==> src/dds_frequency_sweep_word_generator_macros.svh <==
// ----------------------------------------------------------------------------
// dds frequency sweep word generator assertion macros
// shared property wrappers clocked on aclk, disabled during reset
// ----------------------------------------------------------------------------
`ifndef DDS_FREQUENCY_SWEEP_WORD_GENERATOR_MACROS_SVH
`define DDS_FREQUENCY_SWEEP_WORD_GENERATOR_MACROS_SVH

// same-cycle implication
`define DFSW_ASSERT_SAME(label, ante, cons) \
    label: assert property (@(posedge aclk) disable iff (!aresetn) (ante) |-> (cons)) \
        else $error("dfsw assertion failed");

// next-cycle implication
`define DFSW_ASSERT_NEXT(label, ante, cons) \
    label: assert property (@(posedge aclk) disable iff (!aresetn) (ante) |=> (cons)) \
        else $error("dfsw assertion failed");

`endif

==> src/dfsw_pkg.sv <==
// ----------------------------------------------------------------------------
// dfsw_pkg
// types, codes and constants of the dds frequency sweep word generator
// ----------------------------------------------------------------------------
`default_nettype none

package dfsw_pkg;

    localparam int FREQ_BITS_DEF = 24;
    localparam int CFG_W         = 24;
    localparam int IDX_W         = 3;
    localparam int TW_W          = 28;
    localparam int TW_SHIFT      = 24;
    localparam int WORD_W        = 16;

    localparam logic [TW_W-1:0]   TW_MULT     = 28'd180143985;
    localparam logic [TW_W-1:0]   TW_HALF     = 28'h0800000;
    localparam logic [TW_W-1:0]   TW_MAX      = 28'hFFFFFFF;
    localparam logic [1:0]        REG_SEL     = 2'b01;
    localparam logic [WORD_W-1:0] PHASE_WORD  = 16'hC000;
    localparam logic [WORD_W-1:0] CTRL_D28    = 16'h2000;
    localparam logic [WORD_W-1:0] CTRL_RESET  = 16'h0100;
    localparam logic [WORD_W-1:0] CTRL_SQUARE = 16'h0028;
    localparam logic [WORD_W-1:0] CTRL_TRI    = 16'h0002;
    localparam int                RESET_FREQ  = 1000;

    typedef enum logic [1:0] {
        WAVE_SINE     = 2'd0,
        WAVE_SQUARE   = 2'd1,
        WAVE_TRIANGLE = 2'd2
    } waveform_t;

    typedef enum logic [1:0] {
        SWEEP_BOUNCE = 2'd0,
        SWEEP_RISE   = 2'd1,
        SWEEP_FALL   = 2'd2
    } sweep_mode_t;

    typedef enum logic [IDX_W-1:0] {
        REG_WAVEFORM     = 3'd0,
        REG_SWEEP_ENABLE = 3'd1,
        REG_SWEEP_MODE   = 3'd2,
        REG_LOWER_FREQ   = 3'd3,
        REG_UPPER_FREQ   = 3'd4,
        REG_FREQ_STEP    = 3'd5
    } reg_index_t;

    typedef enum logic [2:0] {
        WORD_CTRL_RST = 3'd0,
        WORD_TW_LSB   = 3'd1,
        WORD_TW_MSB   = 3'd2,
        WORD_PHASE    = 3'd3,
        WORD_CTRL     = 3'd4
    } word_sel_t;

    localparam logic [0:0] ITEM_TICK = 1'b0;
    localparam logic [0:0] ITEM_LOAD = 1'b1;

    typedef struct packed {
        waveform_t        waveform;
        logic             sweep_enable;
        sweep_mode_t      sweep_mode;
        logic [CFG_W-1:0] lower_freq;
        logic [CFG_W-1:0] upper_freq;
        logic [CFG_W-1:0] freq_step;
    } cfg_t;

endpackage

`default_nettype wire

==> src/dfsw_sweep.sv <==
// ----------------------------------------------------------------------------
// dfsw_sweep
// frequency and direction state, applies a load or a sweep tick per request
// ----------------------------------------------------------------------------
`default_nettype none

module dfsw_sweep #(
    parameter int FREQ_BITS = dfsw_pkg::FREQ_BITS_DEF
) (
    input  wire logic                        aclk,
    input  wire logic                        aresetn,
    input  wire dfsw_pkg::cfg_t              cfg,
    input  wire logic                        in_valid,
    output logic                             in_ready,
    input  wire logic                        in_mode,
    input  wire logic [dfsw_pkg::CFG_W-1:0]  in_new_freq,
    output logic                             out_valid,
    input  wire logic                        out_ready,
    output logic [FREQ_BITS-1:0]             out_freq
);

    localparam int SUM_W = ((FREQ_BITS > dfsw_pkg::CFG_W) ? FREQ_BITS : dfsw_pkg::CFG_W) + 1;
    localparam logic [SUM_W-1:0] FMAX = {{(SUM_W-FREQ_BITS){1'b0}}, {FREQ_BITS{1'b1}}};

    logic [FREQ_BITS-1:0] freq_reg, freq_next;
    logic                 up_reg, up_next;
    logic                 valid_reg, valid_next;
    logic [FREQ_BITS-1:0] out_freq_reg, out_freq_next;

    logic [FREQ_BITS-1:0] lo, hi, cur, step_freq;
    logic [SUM_W-1:0]     cur_ext, st_ext;
    logic                 up;
    logic                 accept;

    function automatic logic [FREQ_BITS-1:0] sat_f(input logic [SUM_W-1:0] v);
        return (v > FMAX) ? FMAX[FREQ_BITS-1:0] : v[FREQ_BITS-1:0];
    endfunction

    always_comb begin
        lo     = sat_f(SUM_W'(cfg.lower_freq));
        hi     = sat_f(SUM_W'(cfg.upper_freq));
        st_ext = SUM_W'(cfg.freq_step);
        cur    = freq_reg;
        up     = up_reg;
        case (cfg.sweep_mode)
            dfsw_pkg::SWEEP_BOUNCE: begin
                if (cur >= hi) begin
                    up = 1'b0;
                end else if (cur <= lo) begin
                    up = 1'b1;
                end
            end
            dfsw_pkg::SWEEP_RISE: begin
                up = 1'b1;
                if (cur >= hi) begin
                    cur = lo;
                end
            end
            dfsw_pkg::SWEEP_FALL: begin
                up = 1'b0;
                if (cur <= lo) begin
                    cur = hi;
                end
            end
            default: begin
            end
        endcase
        cur_ext = SUM_W'(cur);
        if (up) begin
            step_freq = sat_f(cur_ext + st_ext);
        end else if (cur_ext >= st_ext) begin
            step_freq = FREQ_BITS'(cur_ext - st_ext);
        end else begin
            step_freq = '0;
        end
    end

    assign in_ready = !valid_reg || out_ready;
    assign accept   = in_valid && in_ready;

    always_comb begin
        freq_next     = freq_reg;
        up_next       = up_reg;
        valid_next    = valid_reg && !out_ready;
        out_freq_next = out_freq_reg;
        if (accept) begin
            if (in_mode == dfsw_pkg::ITEM_LOAD) begin
                freq_next     = sat_f(SUM_W'(in_new_freq));
                valid_next    = 1'b1;
                out_freq_next = sat_f(SUM_W'(in_new_freq));
            end else if (cfg.sweep_enable) begin
                freq_next     = step_freq;
                up_next       = up;
                valid_next    = 1'b1;
                out_freq_next = step_freq;
            end else begin
                valid_next    = 1'b0;
            end
        end
    end

    always_ff @(posedge aclk) begin
        if (!aresetn) begin
            freq_reg  <= FREQ_BITS'(dfsw_pkg::RESET_FREQ);
            up_reg    <= 1'b0;
            valid_reg <= 1'b0;
        end else begin
            freq_reg  <= freq_next;
            up_reg    <= up_next;
            valid_reg <= valid_next;
        end
        out_freq_reg <= out_freq_next;
    end

    assign out_valid = valid_reg;
    assign out_freq  = out_freq_reg;

endmodule

`default_nettype wire

==> src/dfsw_tuning.sv <==
// ----------------------------------------------------------------------------
// dfsw_tuning
// registered product of the frequency and the tuning word scale factor
// ----------------------------------------------------------------------------
`default_nettype none

module dfsw_tuning #(
    parameter int FREQ_BITS = dfsw_pkg::FREQ_BITS_DEF
) (
    input  wire logic                                  aclk,
    input  wire logic                                  aresetn,
    input  wire logic                                  in_valid,
    output logic                                       in_ready,
    input  wire logic [FREQ_BITS-1:0]                  in_freq,
    output logic                                       out_valid,
    input  wire logic                                  out_ready,
    output logic [FREQ_BITS+dfsw_pkg::TW_W-1:0]        out_prod
);

    localparam int PROD_W = FREQ_BITS + dfsw_pkg::TW_W;

    logic              valid_reg, valid_next;
    logic [PROD_W-1:0] prod_reg, prod_next;

    assign in_ready = !valid_reg || out_ready;

    always_comb begin
        valid_next = valid_reg && !out_ready;
        prod_next  = prod_reg;
        if (in_valid && in_ready) begin
            valid_next = 1'b1;
            prod_next  = PROD_W'(in_freq) * PROD_W'(dfsw_pkg::TW_MULT);
        end
    end

    always_ff @(posedge aclk) begin
        if (!aresetn) begin
            valid_reg <= 1'b0;
        end else begin
            valid_reg <= valid_next;
        end
        prod_reg <= prod_next;
    end

    assign out_valid = valid_reg;
    assign out_prod  = prod_reg;

endmodule

`default_nettype wire

==> src/dfsw_serializer.sv <==
// ----------------------------------------------------------------------------
// dfsw_serializer
// rounds the tuning word and sends the five dds words of one update in order
// ----------------------------------------------------------------------------
`default_nettype none

module dfsw_serializer #(
    parameter int FREQ_BITS = dfsw_pkg::FREQ_BITS_DEF
) (
    input  wire logic                                aclk,
    input  wire logic                                aresetn,
    input  wire dfsw_pkg::waveform_t                 waveform,
    input  wire logic                                in_valid,
    output logic                                     in_ready,
    input  wire logic [FREQ_BITS+dfsw_pkg::TW_W-1:0] in_prod,
    output logic                                     m_valid,
    input  wire logic                                m_ready,
    output logic [dfsw_pkg::WORD_W-1:0]              m_spi_word,
    output logic                                     m_last_word
);

    localparam int PROD_W = FREQ_BITS + dfsw_pkg::TW_W;
    localparam int SUM_W  = PROD_W + 1;
    localparam int TWF_W  = ((SUM_W - dfsw_pkg::TW_SHIFT) > dfsw_pkg::TW_W) ?
                            (SUM_W - dfsw_pkg::TW_SHIFT) : dfsw_pkg::TW_W;

    logic                          valid_reg, valid_next;
    dfsw_pkg::word_sel_t           sel_reg, sel_next;
    logic [dfsw_pkg::TW_W-1:0]     tw_reg, tw_next;

    logic [SUM_W-1:0]              rounded;
    logic [TWF_W-1:0]              tw_full;
    logic [dfsw_pkg::TW_W-1:0]     tw_sat;
    logic [dfsw_pkg::WORD_W-1:0]   ctrl;
    logic                          last;

    always_comb begin
        rounded = SUM_W'(in_prod) + SUM_W'(dfsw_pkg::TW_HALF);
        tw_full = TWF_W'(rounded >> dfsw_pkg::TW_SHIFT);
        tw_sat  = (tw_full > TWF_W'(dfsw_pkg::TW_MAX)) ? dfsw_pkg::TW_MAX
                                                        : tw_full[dfsw_pkg::TW_W-1:0];
    end

    assign last     = (sel_reg == dfsw_pkg::WORD_CTRL);
    assign in_ready = !valid_reg || (m_ready && last);

    always_comb begin
        valid_next = valid_reg;
        sel_next   = sel_reg;
        tw_next    = tw_reg;
        if (valid_reg && m_ready) begin
            if (last) begin
                valid_next = 1'b0;
            end else begin
                sel_next = dfsw_pkg::word_sel_t'(sel_reg + 3'd1);
            end
        end
        if (in_valid && in_ready) begin
            valid_next = 1'b1;
            sel_next   = dfsw_pkg::WORD_CTRL_RST;
            tw_next    = tw_sat;
        end
    end

    always_ff @(posedge aclk) begin
        if (!aresetn) begin
            valid_reg <= 1'b0;
            sel_reg   <= dfsw_pkg::WORD_CTRL_RST;
        end else begin
            valid_reg <= valid_next;
            sel_reg   <= sel_next;
        end
        tw_reg <= tw_next;
    end

    always_comb begin
        case (waveform)
            dfsw_pkg::WAVE_SQUARE:   ctrl = dfsw_pkg::CTRL_D28 | dfsw_pkg::CTRL_SQUARE;
            dfsw_pkg::WAVE_TRIANGLE: ctrl = dfsw_pkg::CTRL_D28 | dfsw_pkg::CTRL_TRI;
            default:                 ctrl = dfsw_pkg::CTRL_D28;
        endcase
        case (sel_reg)
            dfsw_pkg::WORD_CTRL_RST: m_spi_word = ctrl | dfsw_pkg::CTRL_RESET;
            dfsw_pkg::WORD_TW_LSB:   m_spi_word = {dfsw_pkg::REG_SEL, tw_reg[13:0]};
            dfsw_pkg::WORD_TW_MSB:   m_spi_word = {dfsw_pkg::REG_SEL, tw_reg[27:14]};
            dfsw_pkg::WORD_PHASE:    m_spi_word = dfsw_pkg::PHASE_WORD;
            dfsw_pkg::WORD_CTRL:     m_spi_word = ctrl;
            default:                 m_spi_word = ctrl;
        endcase
    end

    assign m_valid     = valid_reg;
    assign m_last_word = last;

endmodule

`default_nettype wire

==> src/dds_frequency_sweep_word_generator.sv <==
// ----------------------------------------------------------------------------
// dds_frequency_sweep_word_generator
// Each accepted request either loads a new frequency or, with sweeping on,
// steps the current frequency by the configured step (bounce, rise-wrap or
// fall-wrap between the limits), then emits five 16-bit dds words: control
// with reset, tuning word lsb, tuning word msb, phase, control. The first
// word is valid after the sweep, tuning and serializer registers; the
// serializer sends one word per cycle while m_ready is high and takes a
// new update only as the last word of the one before is taken. A tick
// with sweeping off is taken and produces no words. Up to three requests are
// in flight across the sweep, multiply and serializer stages. Configuration
// writes are taken every cycle and must only come while the block is idle.
// ----------------------------------------------------------------------------
`default_nettype none

`include "dds_frequency_sweep_word_generator_macros.svh"

module dds_frequency_sweep_word_generator #(
    parameter int FREQ_BITS = dfsw_pkg::FREQ_BITS_DEF
) (
    input  wire logic                        aclk,
    input  wire logic                        aresetn,
    input  wire logic                        cfg_valid,
    output logic                             cfg_ready,
    input  wire logic [dfsw_pkg::IDX_W-1:0]  cfg_index,
    input  wire logic [dfsw_pkg::CFG_W-1:0]  cfg_data,
    input  wire logic                        s_valid,
    output logic                             s_ready,
    input  wire logic                        s_mode,
    input  wire logic [dfsw_pkg::CFG_W-1:0]  s_new_freq,
    output logic                             m_valid,
    input  wire logic                        m_ready,
    output logic [dfsw_pkg::WORD_W-1:0]      m_spi_word,
    output logic                             m_last_word
);

    localparam int PROD_W = FREQ_BITS + dfsw_pkg::TW_W;

    dfsw_pkg::cfg_t       cfg_reg, cfg_next;

    logic                 sw_valid, sw_ready;
    logic [FREQ_BITS-1:0] sw_freq;
    logic                 tn_valid, tn_ready;
    logic [PROD_W-1:0]    tn_prod;

    assign cfg_ready = 1'b1;

    always_comb begin
        cfg_next = cfg_reg;
        if (cfg_valid && cfg_ready) begin
            case (dfsw_pkg::reg_index_t'(cfg_index))
                dfsw_pkg::REG_WAVEFORM:
                    cfg_next.waveform = dfsw_pkg::waveform_t'(cfg_data[1:0]);
                dfsw_pkg::REG_SWEEP_ENABLE:
                    cfg_next.sweep_enable = cfg_data[0];
                dfsw_pkg::REG_SWEEP_MODE:
                    cfg_next.sweep_mode = dfsw_pkg::sweep_mode_t'(cfg_data[1:0]);
                dfsw_pkg::REG_LOWER_FREQ: cfg_next.lower_freq = cfg_data;
                dfsw_pkg::REG_UPPER_FREQ: cfg_next.upper_freq = cfg_data;
                dfsw_pkg::REG_FREQ_STEP:  cfg_next.freq_step  = cfg_data;
                default: begin
                end
            endcase
        end
    end

    always_ff @(posedge aclk) begin
        if (!aresetn) begin
            cfg_reg <= '0;
        end else begin
            cfg_reg <= cfg_next;
        end
    end

    dfsw_sweep #(
        .FREQ_BITS (FREQ_BITS)
    ) u_sweep (
        .aclk        (aclk),
        .aresetn     (aresetn),
        .cfg         (cfg_reg),
        .in_valid    (s_valid),
        .in_ready    (s_ready),
        .in_mode     (s_mode),
        .in_new_freq (s_new_freq),
        .out_valid   (sw_valid),
        .out_ready   (sw_ready),
        .out_freq    (sw_freq)
    );

    dfsw_tuning #(
        .FREQ_BITS (FREQ_BITS)
    ) u_tuning (
        .aclk      (aclk),
        .aresetn   (aresetn),
        .in_valid  (sw_valid),
        .in_ready  (sw_ready),
        .in_freq   (sw_freq),
        .out_valid (tn_valid),
        .out_ready (tn_ready),
        .out_prod  (tn_prod)
    );

    dfsw_serializer #(
        .FREQ_BITS (FREQ_BITS)
    ) u_serializer (
        .aclk        (aclk),
        .aresetn     (aresetn),
        .waveform    (cfg_reg.waveform),
        .in_valid    (tn_valid),
        .in_ready    (tn_ready),
        .in_prod     (tn_prod),
        .m_valid     (m_valid),
        .m_ready     (m_ready),
        .m_spi_word  (m_spi_word),
        .m_last_word (m_last_word)
    );

    // a load always reaches the sweep stage output
    `DFSW_ASSERT_NEXT(a_load_emits, s_valid && s_ready && s_mode, sw_valid)

    // a tick with sweeping off leaves no update behind
    `DFSW_ASSERT_NEXT(a_idle_tick_silent,
        s_valid && s_ready && !s_mode && !cfg_reg.sweep_enable, !sw_valid)

    // output goes quiet after the last word when nothing is queued
    `DFSW_ASSERT_NEXT(a_last_word_drains,
        m_valid && m_ready && m_last_word && !tn_valid, !m_valid)

    // the reset control word never closes a sequence
    `DFSW_ASSERT_SAME(a_last_no_reset_bit, m_valid && m_last_word, !m_spi_word[8])

endmodule

`default_nettype wire

==> config.mk <==
export PLATFORM = sky130hd
export DESIGN_NAME = dds_frequency_sweep_word_generator
export DESIGN_NICKNAME = d
export VERILOG_FILES = /design/src/dfsw_pkg.sv /design/src/dfsw_sweep.sv /design/src/dfsw_tuning.sv /design/src/dfsw_serializer.sv /design/src/dds_frequency_sweep_word_generator.sv
export VERILOG_INCLUDE_DIRS = /design/src /design/src/src
export SDC_FILE = /design/constraint.sdc
export NUM_CORES = 1
export LEC_CHECK = 0
export BUFFER_PORTS_ARGS = -buffer_cell sky130_fd_sc_hd__buf_2
export CELL_PAD_IN_SITES_DETAIL_PLACEMENT = 1
export CELL_PAD_IN_SITES_GLOBAL_PLACEMENT = 1
export CORE_UTILIZATION = 42
export DETAILED_ROUTE_END_ITERATION = 16
export GPL_TIMING_DRIVEN = 0
export PLACE_DENSITY_LB_ADDON = 0.1
export RECOVER_POWER = 25
export SYNTH_ARGS = -nofsm -noshare
export SYNTH_HDL_FRONTEND = slang
export SYNTH_HIERARCHICAL = 1
export SYNTH_SLANG_ARGS = --single-unit
==> constraint.sdc <==
create_clock -name aclk -period 9.7 [get_ports aclk]
set_clock_uncertainty 0.1 [all_clocks]
set_input_delay 0.97 -clock aclk [delete_from_list [all_inputs] [get_ports aclk]]
set_output_delay 0.97 -clock aclk [all_outputs]
set_load 0.01 [all_outputs]
==> summary.md <==
| Metric | Value |
|---|---|
| Status | completed |
| Min Tclk post-route | 7780 ps |
| Slowest CP cell | edfxtp_1 |
| Largest register FFs | 77 |
| Worst r2r src | u_sweep/out_freq[11]$_DFFE_PP_ |
| Synthesized area | 24,800 µm² |
| First drt pass iteration count | 4 |
| CP Launch Point | u_sweep/out_freq[11]$_DFFE_PP_ |
| Routed vias | 19.4k |
| Core ar. | 57,900 µm² |
| CTS Buf Count | 17 |
| Final setup violation count | 0 |
| CTS Hold Bufs | 0 |
| R2R Setup Slk | 1920 ps |
| Layout area overhead | 7.80% |
| Post-synthesis cell count | 2,644 |
| Hold Path Stages | 2 |
| Reg2Reg Depth | 21 |
| Total Nets Final | 3,415 |
| Sum Neg Setup Slack | 0 ps |
| Final worst path period share | 80.2% |
| Residual DRC | 0 |
| Buf+Inv Stages, Crit Path | 5 |
| Crit Path Category | reg2reg |
| CP endpoint kind | flip-flop |
| Max Clk Rate | 128 MHz |
| CTS clk-pin slew, worst paths | 80 ps |
| Layout cell share with drive strength beyond 1 | 7.63% |
| Antenna violations before repair | 1 |
| Number of global-route vias before repair | 21.2k |
| Post-CTS sizing | 0 |
| Worst hold path startpoint | cfg_reg[29]$_SDFFE_PN0P_ |
| PortBufs | 75 |
| Starting Density | 42.7% |
| Worst Slack Setup Final | 1920 ps |
| Commonest non-fill, non-tap cell in the layout | inv_1 |
| Slew Limit Fails | 0 |
| Inserted Diodes | 0 |
| CTS tree | done |
| Fin. Hold Viols | 0 |
| WHS | 383 ps |
| Overflow after GRT | 0 |
| Warnings, synthesis | 6 |
| Total track usage | 27.8% |
| First-pass GRT wire length | 124 mm |
| RR Endpoint | u_tuning/out_prod[51]$_DFFE_PP_ |
| Gp weighted congestion | 0.902 |
| CTS sink count | 189 |
| Critical path's largest stage delay | 800 ps |
| Routed Antenna Nets | 0 |
| Worst-Margin Slew | 1320 ps |
| Htree depth | 4 |
| Syn_area_per_cell | 9.36 µm² |
| Cell family with the largest share of critical-path delay | adder cells |
| Drt total wl | 81.1 mm |
| DR vias/cell | 5.52 |
| RSZ-0062 raised after global routing | false |
| Placed inst area | 26,100 µm² |
| Die width | 245 µm |
| Crit Path Max Fanout | 9 |
| Dpl hpwl | 69.4 mm |
| Critical Path RT | 9840 ps |
| Max Root-Sink Buffers | 2 |
| Final instance area | 26,700 µm² |
| Mapped Nets | 3,321 |
| Routed length per placed instance | 23.1 µm |
| I/O Pins | 77 |
| Most frequent cells in the layout | inv_1, ha_1, fa_1, nand2_1, a21oi_1 |
| Hold endpoint | cfg_reg[29]$_SDFFE_PN0P_ |
| Die Ht | 245 µm |
| Initial DRC count | 1,011 |
| DIE AREA | 59,900 µm² |
| Crit-path cells | fa_1 -> ha_1 -> inv_1 -> fa_1 -> inv_1 -> fa_1 -> inv_1 -> fa_1 -> fa_1 -> fa_1 -> inv_1 -> ha_1 -> clkbuf_1 -> nand3_1 -> nor2_1 -> and4_1 -> o31a_1 -> o21bai_1 -> a21oi_1 -> o21ai_0 -> xnor2_1 |
| Worst-Skew Late Latency | 490 ps |
| Rel. slew slack | 11.7% |
| Number of max-cap violations | 0 |
| Pre-CTS setup slack | 1860 ps |
| Most frequent cell on the critical path | fa_1 |
| Arrival time worst endpoint | 7930 ps |
| Hold crit path type | reg2reg |
| Startpoint type of the worst setup path | flip-flop |
| Largest net degree at the start of global routing | 34 |
| Cell Rows | 88 |
| CTS root buf | clkbuf_16 |
| Setup bufs post-CTS | 0 |
## per-stage QoR
stage / utilization [%] / cells
floorplan: - / 2644
CTS: 46.1 / 3516
detailed placement: 45.0 / 3484
global route: 46.1 / 3516
global placement: 45.0 / 3484
finish: 46.1 / 3516
## how the worst max path moves through the flow
stage	cells after the start	endpoint	slack (ps)
5_1_grt	23	u_tuning/out_prod[51]$_DFFE_PP_	1600
6_report	21	u_tuning/out_prod[51]$_DFFE_PP_	1920
4_1_cts	23	u_tuning/out_prod[47]$_DFFE_PP_	1860
3_5_place_dp	23	u_tuning/out_prod[47]$_DFFE_PP_	1860
3_3_place_gp	23	u_tuning/out_prod[47]$_DFFE_PP_	1930
2_1_floorplan	19	u_tuning/out_prod[46]$_DFFE_PP_	3240
## tightest hold or removal path, stage by stage (launching register included)
cell and delay [ps]:
dfxtp_1 330, nand2_1 60, mux2i_1 50
## layer usage
layer	routed length [µm]	track usage [%]	vias up
li1	-	-	9085
met1	34000	33.1	9808
met2	40700	49.5	371
met3	2290	3.18	153
met4	4230	13.7	2
met5	13	0	-
## layout make-up
type | count | area, µm²
clock buffer | 17 | 425
clock inverter | 15 | 178
inverter | 530 | 1990
multi-input combinational | 1834 | 17700
timing repair buffer | 75 | 374
tap | 765 | 957
fill | 6763 | 31200
sequential | 189 | 4590
buffer | 91 | 485
Power is left out: the tool's default activity adds up to more than one toggle a clock period on the data nets, which glitch-free logic cannot reach.
